$ cat config.mk
export PLATFORM = sky130hd
export DESIGN_NAME = pll_divider_search
export DESIGN_NICKNAME = d
export VERILOG_FILES = /design/src/rtl/core/plldiv_pkg.sv /design/src/rtl/core/plldiv_divider.sv /design/src/rtl/core/pll_divider_search.sv
export SDC_FILE = /design/constraint.sdc
export NUM_CORES = 1
export LEC_CHECK = 0
export BUFFER_PORTS_ARGS = -buffer_cell sky130_fd_sc_hd__buf_2
export CORE_UTILIZATION = 40
export CTS_CLUSTER_SIZE = 10
export DETAILED_ROUTE_END_ITERATION = 7
export GPL_TIMING_DRIVEN = 0
export PLACE_DENSITY = 0.6
export SLEW_MARGIN = 5
export SYNTH_ARGS = -nofsm -noshare
export SYNTH_HDL_FRONTEND = slang
export SYNTH_SLANG_ARGS = --single-unit
$ cat constraint.sdc
create_clock -name clk -period 9.4 [get_ports clk]
set_clock_uncertainty 0.05 [all_clocks]
set_input_delay 1.41 -clock clk [delete_from_list [all_inputs] [get_ports clk]]
set_output_delay 1.41 -clock clk [all_outputs]
set_load 0.05 [all_outputs]
$ cat src/rtl/core/plldiv_pkg.sv
`timescale 1ns / 1ps

package plldiv_pkg;

  localparam int XTAL_W   = 26;
  localparam int TARGET_W = 27;
  localparam int HZ_W     = 27;
  localparam int SEL_W    = 5;
  localparam int MB_W     = 4;
  localparam int WS_W     = 2;

  // Divider: divisor is at most 16, so the partial remainder stays narrow
  localparam int DIG_W     = 4;
  localparam int DIV_STEPS = 7;
  localparam int DIV_W     = DIG_W * DIV_STEPS;
  localparam int REM_W     = 5;

  localparam int PROD_W  = 32;
  localparam int MULA_W  = 27;

  localparam logic [HZ_W-1:0]     STAGE_MIN_HZ   = HZ_W'(18000000);
  localparam logic [HZ_W-1:0]     STAGE_A_MAX_HZ = HZ_W'(72000000);
  localparam logic [TARGET_W-1:0] WS_ONE_HZ      = TARGET_W'(24000000);
  localparam logic [TARGET_W-1:0] WS_TWO_HZ      = TARGET_W'(48000000);

  localparam logic [SEL_W-1:0] DIV_FIRST = SEL_W'(1);
  localparam logic [SEL_W-1:0] DIV_LAST  = SEL_W'(16);

  localparam int              MA_COUNT = 9;
  localparam int              MAI_W    = 4;
  localparam logic [MAI_W-1:0] MAI_LAST = MAI_W'(MA_COUNT - 1);

  localparam logic [MB_W-1:0]  MB_FIRST     = MB_W'(4);
  localparam logic [MB_W-1:0]  MB_HALF_CODE = MB_W'(10);
  localparam logic [SEL_W-1:0] MB_HALF_NUM  = SEL_W'(13);

  localparam logic [WS_W-1:0] WS_ZERO = WS_W'(0);
  localparam logic [WS_W-1:0] WS_ONE  = WS_W'(1);
  localparam logic [WS_W-1:0] WS_TWO  = WS_W'(2);

  // First-stage multiplier by position in search order
  function automatic logic [SEL_W-1:0] ma_of(input logic [MAI_W-1:0] idx);
    logic [SEL_W-1:0] val;
    case (idx)
      4'd7:    val = SEL_W'(16);
      4'd8:    val = SEL_W'(20);
      default: val = SEL_W'(8) + SEL_W'(idx);
    endcase
    return val;
  endfunction

  // Second-stage multiplier numerator; the half code stands for 13 / 2
  function automatic logic [SEL_W-1:0] mb_num(input logic [MB_W-1:0] code);
    logic [SEL_W-1:0] val;
    if (code == MB_HALF_CODE) begin
      val = MB_HALF_NUM;
    end else begin
      val = SEL_W'(code);
    end
    return val;
  endfunction

endpackage

$ cat src/rtl/core/plldiv_divider.sv
`timescale 1ns / 1ps

module plldiv_divider (
  input  logic                           clk,
  input  logic                           rst_n,
  input  logic                           start,
  input  logic [plldiv_pkg::DIV_W-1:0]   dividend,
  input  logic [plldiv_pkg::SEL_W-1:0]   divisor,
  output logic                           done,
  output logic [plldiv_pkg::DIV_W-1:0]   quotient
);
  import plldiv_pkg::*;

  localparam int CNT_W = $clog2(DIV_STEPS);

  logic             busy_r;
  logic             done_r;
  logic [CNT_W-1:0] cnt_r;
  logic [DIV_W-1:0] quo_r;
  logic [REM_W-1:0] rem_r;
  logic [REM_W-1:0] rem_nxt;
  logic [DIG_W-1:0] digit;

  // One quotient digit per cycle: a few narrow restoring steps
  always_comb begin
    rem_nxt = rem_r;
    digit   = '0;
    for (int i = 0; i < DIG_W; i++) begin
      rem_nxt = {rem_nxt[REM_W-2:0], quo_r[DIV_W-1-i]};
      if (rem_nxt >= divisor) begin
        rem_nxt           = rem_nxt - divisor;
        digit[DIG_W-1-i]  = 1'b1;
      end
    end
  end

  always_ff @(posedge clk) begin
    if (!rst_n) begin
      busy_r <= 1'b0;
      done_r <= 1'b0;
    end else begin
      done_r <= 1'b0;
      if (start) begin
        busy_r <= 1'b1;
        cnt_r  <= '0;
        quo_r  <= dividend;
        rem_r  <= '0;
      end else if (busy_r) begin
        quo_r <= {quo_r[DIV_W-DIG_W-1:0], digit};
        rem_r <= rem_nxt;
        cnt_r <= cnt_r + CNT_W'(1);
        if (cnt_r == CNT_W'(DIV_STEPS - 1)) begin
          busy_r <= 1'b0;
          done_r <= 1'b1;
        end
      end
    end
  end

  assign done     = done_r;
  assign quotient = quo_r;

endmodule

$ cat src/rtl/core/pll_divider_search.sv
`timescale 1ns / 1ps
// Search: for each first-stage predivider the shared divider runs once, then each first-stage
// multiplier goes through the shared multiplier; each of the Q (0..144) first-stage settings
// inside 18..72 MHz runs every second-stage setting. Each division holds its state on the
// shared 4-bit-per-cycle divider, each second-stage multiplier on the shared multiplier.
// Throughput: one request per search; a finished result waits in its own register meanwhile.
// Reset: synchronous, active low; clears the sequencer and the result valid.
module pll_divider_search (
  input  logic                              clk,
  input  logic                              rst_n,
  input  logic                              in_valid,
  output logic                              in_stall,
  input  logic [plldiv_pkg::XTAL_W-1:0]     in_crystal_hz,
  input  logic [plldiv_pkg::TARGET_W-1:0]   in_target_hz,
  output logic                              out_valid,
  input  logic                              out_stall,
  output logic                              out_found,
  output logic [plldiv_pkg::HZ_W-1:0]       out_best_hz,
  output logic [plldiv_pkg::SEL_W-1:0]      out_prediv_two,
  output logic [plldiv_pkg::SEL_W-1:0]      out_mult_two,
  output logic [plldiv_pkg::SEL_W-1:0]      out_prediv_one,
  output logic [plldiv_pkg::MB_W-1:0]       out_mult_one,
  output logic [plldiv_pkg::WS_W-1:0]       out_flash_ws
);
  import plldiv_pkg::*;

  typedef enum logic [2:0] {
    ST_IDLE,
    ST_DIV_A,
    ST_MUL_A,
    ST_CHK_A,
    ST_NEXT_A,
    ST_DIV_B,
    ST_EVAL,
    ST_FINISH
  } state_t;

  state_t state_r;

  logic [XTAL_W-1:0]   xtal_r;
  logic [TARGET_W-1:0] target_r;
  logic [SEL_W-1:0]    da_r;
  logic [MAI_W-1:0]    mai_r;
  logic [SEL_W-1:0]    db_r;
  logic [MB_W-1:0]     mb_r;
  logic [XTAL_W-1:0]   qa_r;
  logic [HZ_W-1:0]     fa_r;
  logic [HZ_W-1:0]     qb_r;
  logic                go_r;

  logic [PROD_W-1:0]   prod_r;
  logic                ev_vld_r;
  logic                ev_half_r;
  logic [SEL_W-1:0]    ev_da_r;
  logic [SEL_W-1:0]    ev_ma_r;
  logic [SEL_W-1:0]    ev_db_r;
  logic [MB_W-1:0]     ev_mb_r;

  logic [HZ_W-1:0]     top_r;
  logic [SEL_W-1:0]    best_da_r;
  logic [SEL_W-1:0]    best_ma_r;
  logic [SEL_W-1:0]    best_db_r;
  logic [MB_W-1:0]     best_mb_r;

  logic                out_valid_r;
  logic                found_r;
  logic [HZ_W-1:0]     best_hz_r;
  logic [SEL_W-1:0]    prediv_two_r;
  logic [SEL_W-1:0]    mult_two_r;
  logic [SEL_W-1:0]    prediv_one_r;
  logic [MB_W-1:0]     mult_one_r;
  logic [WS_W-1:0]     flash_ws_r;

  logic [DIV_W-1:0]    div_dividend;
  logic [SEL_W-1:0]    div_divisor;
  logic                div_done;
  logic [DIV_W-1:0]    div_quotient;
  logic [MULA_W-1:0]   mul_a;
  logic [SEL_W-1:0]    mul_b;
  logic [PROD_W-1:0]   fb;
  logic                fb_better;
  logic                fa_ok;
  logic [WS_W-1:0]     ws_calc;

  always_comb begin
    if (state_r == ST_DIV_B) begin
      div_dividend = DIV_W'(fa_r);
      div_divisor  = db_r;
    end else begin
      div_dividend = DIV_W'(xtal_r);
      div_divisor  = da_r;
    end
  end

  plldiv_divider u_div (
    .clk      (clk),
    .rst_n    (rst_n),
    .start    (go_r),
    .dividend (div_dividend),
    .divisor  (div_divisor),
    .done     (div_done),
    .quotient (div_quotient)
  );

  // Shared multiplier operands
  always_comb begin
    if (state_r == ST_EVAL) begin
      mul_a = qb_r;
      mul_b = mb_num(mb_r);
    end else begin
      mul_a = MULA_W'(qa_r);
      mul_b = ma_of(mai_r);
    end
  end

  assign fb = ev_half_r ? {1'b0, prod_r[PROD_W-1:1]} : prod_r;
  assign fb_better = ev_vld_r
                     && (fb >= PROD_W'(STAGE_MIN_HZ))
                     && (fb <= PROD_W'(target_r))
                     && (fb > PROD_W'(top_r));
  assign fa_ok = (prod_r >= PROD_W'(STAGE_MIN_HZ)) && (prod_r <= PROD_W'(STAGE_A_MAX_HZ));

  always_comb begin
    if (target_r < WS_ONE_HZ) begin
      ws_calc = WS_ZERO;
    end else if (target_r < WS_TWO_HZ) begin
      ws_calc = WS_ONE;
    end else begin
      ws_calc = WS_TWO;
    end
  end

  always_ff @(posedge clk) begin
    if (!rst_n) begin
      state_r     <= ST_IDLE;
      go_r        <= 1'b0;
      ev_vld_r    <= 1'b0;
      out_valid_r <= 1'b0;
    end else begin
      go_r      <= 1'b0;
      ev_vld_r  <= 1'b0;
      prod_r    <= {{(PROD_W-MULA_W){1'b0}}, mul_a} * {{(PROD_W-SEL_W){1'b0}}, mul_b};

      // Drop the result once taken, unless a new one replaces it
      if (out_valid_r && !out_stall && state_r != ST_FINISH) begin
        out_valid_r <= 1'b0;
      end

      // Keep the first setting that reaches a new best frequency
      if (fb_better) begin
        top_r     <= fb[HZ_W-1:0];
        best_da_r <= ev_da_r;
        best_ma_r <= ev_ma_r;
        best_db_r <= ev_db_r;
        best_mb_r <= ev_mb_r;
      end

      case (state_r)
        ST_IDLE: begin
          if (in_valid) begin
            xtal_r    <= in_crystal_hz;
            target_r  <= in_target_hz;
            top_r     <= '0;
            best_da_r <= '0;
            best_ma_r <= '0;
            best_db_r <= '0;
            best_mb_r <= '0;
            da_r      <= DIV_FIRST;
            go_r      <= 1'b1;
            state_r   <= ST_DIV_A;
          end
        end
        ST_DIV_A: begin
          if (div_done) begin
            qa_r    <= div_quotient[XTAL_W-1:0];
            mai_r   <= '0;
            state_r <= ST_MUL_A;
          end
        end
        ST_MUL_A: begin
          state_r <= ST_CHK_A;
        end
        ST_CHK_A: begin
          if (fa_ok) begin
            fa_r    <= prod_r[HZ_W-1:0];
            db_r    <= DIV_FIRST;
            go_r    <= 1'b1;
            state_r <= ST_DIV_B;
          end else begin
            state_r <= ST_NEXT_A;
          end
        end
        ST_NEXT_A: begin
          if (mai_r == MAI_LAST) begin
            if (da_r == DIV_LAST) begin
              state_r <= ST_FINISH;
            end else begin
              da_r    <= da_r + SEL_W'(1);
              go_r    <= 1'b1;
              state_r <= ST_DIV_A;
            end
          end else begin
            mai_r   <= mai_r + MAI_W'(1);
            state_r <= ST_MUL_A;
          end
        end
        ST_DIV_B: begin
          if (div_done) begin
            qb_r    <= div_quotient[HZ_W-1:0];
            mb_r    <= MB_FIRST;
            state_r <= ST_EVAL;
          end
        end
        ST_EVAL: begin
          // Issue one product a cycle; the compare follows in the cycle after
          ev_vld_r  <= 1'b1;
          ev_half_r <= (mb_r == MB_HALF_CODE);
          ev_da_r   <= da_r;
          ev_ma_r   <= ma_of(mai_r);
          ev_db_r   <= db_r;
          ev_mb_r   <= mb_r;
          if (mb_r == MB_HALF_CODE) begin
            if (db_r == DIV_LAST) begin
              state_r <= ST_NEXT_A;
            end else begin
              db_r    <= db_r + SEL_W'(1);
              go_r    <= 1'b1;
              state_r <= ST_DIV_B;
            end
          end else begin
            mb_r <= mb_r + MB_W'(1);
          end
        end
        ST_FINISH: begin
          // Hold until the output register is free
          if (!out_valid_r || !out_stall) begin
            out_valid_r   <= 1'b1;
            found_r       <= (top_r != '0);
            best_hz_r     <= top_r;
            prediv_two_r  <= best_da_r;
            mult_two_r    <= best_ma_r;
            prediv_one_r  <= best_db_r;
            mult_one_r    <= best_mb_r;
            flash_ws_r    <= ws_calc;
            state_r       <= ST_IDLE;
          end
        end
        default: begin
          state_r <= ST_IDLE;
        end
      endcase
    end
  end

  assign in_stall        = (state_r != ST_IDLE);
  assign out_valid       = out_valid_r;
  assign out_found       = found_r;
  assign out_best_hz     = best_hz_r;
  assign out_prediv_two  = prediv_two_r;
  assign out_mult_two    = mult_two_r;
  assign out_prediv_one  = prediv_one_r;
  assign out_mult_one    = mult_one_r;
  assign out_flash_ws    = flash_ws_r;

endmodule

==> metrics.md <==
| Metric | Value |
|---|---|
| Hold_sp | best_ma_r[3]$_DFFE_PP_ |
| Nature of the critical path startpoint | flop |
| Logic pwr share | 19.8% |
| Final #Nets | 2182 |
| Netlist cell types | 74 |
| Max incr delay on CP | 0.64 ns |
| Max-Cap Viols | 0 |
| EDFF count, synth | 333 |
| Top-area cell type share of the netlist area | 50.18% |
| Synth Area per Inst | 11.23 µm² |
| DP HPWL | 38.94 mm |
| Fmax | 0.1162 GHz |
| Power Density | 186.7 nW/µm² |
| CTS Buf Count | 42 |
| Final worst path period need | 8.605 ns |
| Arrival @ worst endpoint | 8.86 ns |
| Fill cell count | 4553 |
| Status | finished, final reports clean |
| Die Wd | 225.2 µm |
| Hold depth | 0 |
| Critical R2R Capture | u_div.rem_r[1]$_SDFFCE_PP0P_ |
| RR Startpoint | state_r[1]$_SDFFE_PN0P_ |
| Max_slew headroom | 18.81% |
| Area Growth Syn to Fin | 13.64% |
| Tcrit/Tclk final | 91.54% |
| Clk_lat worst skew | 0.57 ns |
| Wire per inst | 19.07 µm |
| Grt ovf | 0 |
| LEAKAGE | 9.270 nW |
| Fin Setup TNS | 0 ns |
| Core ar. | 49050 µm² |
| Worst r2r path cells | 29 |
| Largest area contributor in the netlist | edfxtp_1 |
| Ys Warns | 0 |
| Pint | 3.064 mW |
| Cells after Synth | 1774 |
| Clock network fraction of total power | 36.6% |
| Die Y | 225.2 µm |
| DR vias/cell | 5.346 |
| Syn Std Cell Area | 19930 µm² |
| Layout cells sized above 1 | 10.81% |
| Clock root buffer | clkbuf_16 |
| Antenna diodes | 0 |
| Commonest cells post-synth | edfxtp_1, nand2_1, inv_1 |
| Critical path fanouts, max | 10 |
| Slowest-stage cell, CP | a21oi_1 |
| Register area share after synthesis | 50.99% |
| Total wire length | 49.87 mm |
| Most numerous cell on the critical path | ha_1 |
| Hold_buf cts | 0 |
| Placed instance area | 21350 µm² |
| Pins Over Slew Limit | 0 |
| Nature of the critical path endpoint | flop |
| Vias in the first global route | 13.78k |
| DRT Pass-1 Iters | 5 |
| Initial core utilization | 40.62% |
| Area contributors post-synth | edfxtp_1, fa_1, ha_1 |
| Sw Share | 27.52% |
| Type of the worst setup path | reg -> reg |
| Area of the multi-input gates | 8926 µm² |
| Port Buffers | 107 |
| Peak VDD IR | 0.1079 mV |
| CTS tree | yes |
| Largest net degree at the start of global routing | 54 |
| Worst-path clk slew | 0.05 ns |
| First-pass GRT wire length | 77.52 mm |
| Final setup viols | 0 |
| Seq cells post-synth | 341 |
| WP data required | 9.66 ns |
| Row count | 81 |
| CP delay by family, top | compound AO/OA/AOI/OAI gates |
| Flop2flop setup slack | 0.80 ns |
| Min-Delay Endpoint | out_mult_two[3]$_DFFE_PP_ |
| Hold Path Class | reg -> reg |
| Total track usage | 19.94% |
| Final Hold Viols | 0 |
| DRC violations left | 0 |
| I/O pins | 108 |
| RePlAce Congestion | 0.9413 |
| Reg area | 10160 µm² |
| Post-route antenna net violation count | 0 |
| DR iter-0 viols | 920 |
| Switch Pwr | 1.163 mW |
| Die area | 50710 µm² |
| Worst path bufs/invs | 3 |
| # clock sinks | 341 |
| Async set or reset register ratio after synthesis | 0% |
| Worst slew pin tran | 1.218 ns |
| Dominant synthesized flop cell | edfxtp_1 |
| RSZ-0062 raised after global routing | false |
| Via count | 13.98k |
| Syn_nets | 2029 |
| Initial antenna violation count | 0 |
| Most frequent cell after synthesis | edfxtp_1 |
| Fin area | 22640 µm² |
| Seq pwr share | 43.5% |
| Clock buffer depth | 3 |
| H-tree levels | 2 |
cells by family after synthesis:
kind of cell | share of synthesized area (%)
AND/OR/NAND/NOR | 13.21
flip-flops | 50.99
AO/OA/AOI/OAI | 10.42
buffers and inverters | 4.289
adder cells (fa/ha/maj) | 15.52
multiplexers | 3.485
XOR/XNOR | 2.066
other | 0.01882
worst max-delay path by stage:
stage,start,to,slack (ns),cells past startpoint
after floorplan,state_r[1]$_SDFFE_PN0P_,u_div.rem_r[1]$_SDFFCE_PP0P_,2.15,29
after global placement,state_r[1]$_SDFFE_PN0P_,u_div.rem_r[1]$_SDFFCE_PP0P_,0.83,28
after detailed placement,state_r[1]$_SDFFE_PN0P_,u_div.rem_r[1]$_SDFFCE_PP0P_,0.66,28
after CTS,state_r[0]$_SDFFE_PN0P_,u_div.rem_r[1]$_SDFFCE_PP0P_,0.59,28
after global routing,state_r[1]$_SDFFE_PN0P_,u_div.rem_r[1]$_SDFFCE_PP0P_,0.18,29
final,state_r[1]$_SDFFE_PN0P_,u_div.rem_r[1]$_SDFFCE_PP0P_,0.80,29
power groups by stage:
stage	registers [mW]	logic [mW]	clock network, mW
4_1_cts	1.84	0.832	1.59
3_5_place_dp	1.87	0.826	0
2_1_floorplan	1.84	0.628	0
6_report	1.84	0.838	1.55
5_1_grt	1.85	0.943	1.64
3_3_place_gp	1.87	0.810	0
sequential cells by signal (all words and copies together), names as in the netlist, 26 cells and up:
| register | flops |
|---|---|
| fa_r | 27 |
| out_best_hz | 27 |
| prod_r | 32 |
| qa_r | 26 |
| qb_r | 27 |
| target_r | 27 |
| top_r | 27 |
| u_div.quotient | 28 |
| xtal_r | 26 |
cell usage in the layout, fill, tap and decap left out, types with 16 or more instances in the layout:
cell type    n
inv_1      152
mux2_2      24
nand3_1     63
a21o_1      36
a21oi_1    111
o21a_1      16
clkbuf_16   44
nor3_1      66
a31oi_1     30
mux2i_1     41
nor2b_1     20
clkbuf_1    70
ha_1       120
fa_1        78
xor2_1      17
nand2b_1    18
nand2_1    191
edfxtp_1   333
buf_2      111
nor2_1     139
xnor2_1     30
o21ai_0     51
per-stage QoR:
stage	hold WS (ns)	setup slack (ns)	instances	power, mW	util [%]
6_report	0.3891	0.7950	2615	4.227	46.16
5_1_grt	0.3974	0.1829	2615	4.429	46.16
4_1_cts	0.3833	0.5927	2615	4.257	46.16
3_5_place_dp	0.3818	0.6555	2547	2.696	43.52
3_3_place_gp	0.3816	0.8315	2545	2.680	43.41
2_1_floorplan	0.3695	2.148	1774	2.468	-
metal layers:
layer	wire length (µm)	share of wire, %	global-route usage (%)
met2	24170	48	33.54
met5	0	0	0
met4	1240	2.5	5.903
met3	2551	5.1	3.286
met1	21910	44	26.38
cell type report:
| type | count | area share [%] |
|---|---|---|
| clock inverter | 8 | 0.5912 |
| tap | 664 | 3.669 |
| inverter | 152 | 2.520 |
| sequential | 341 | 44.87 |
| buffer | 73 | 1.254 |
| clock buffer | 60 | 5.128 |
| multi-input combinational | 1208 | 39.42 |
| timing repair buffer | 109 | 2.553 |
what timing repair did:
item,4_1_cts,5_1_grt
setup endpoints to repair,0,1
gates resized for setup,0,1
buffers inserted,0,0
Note: power is estimated with default switching activity, not from simulation.
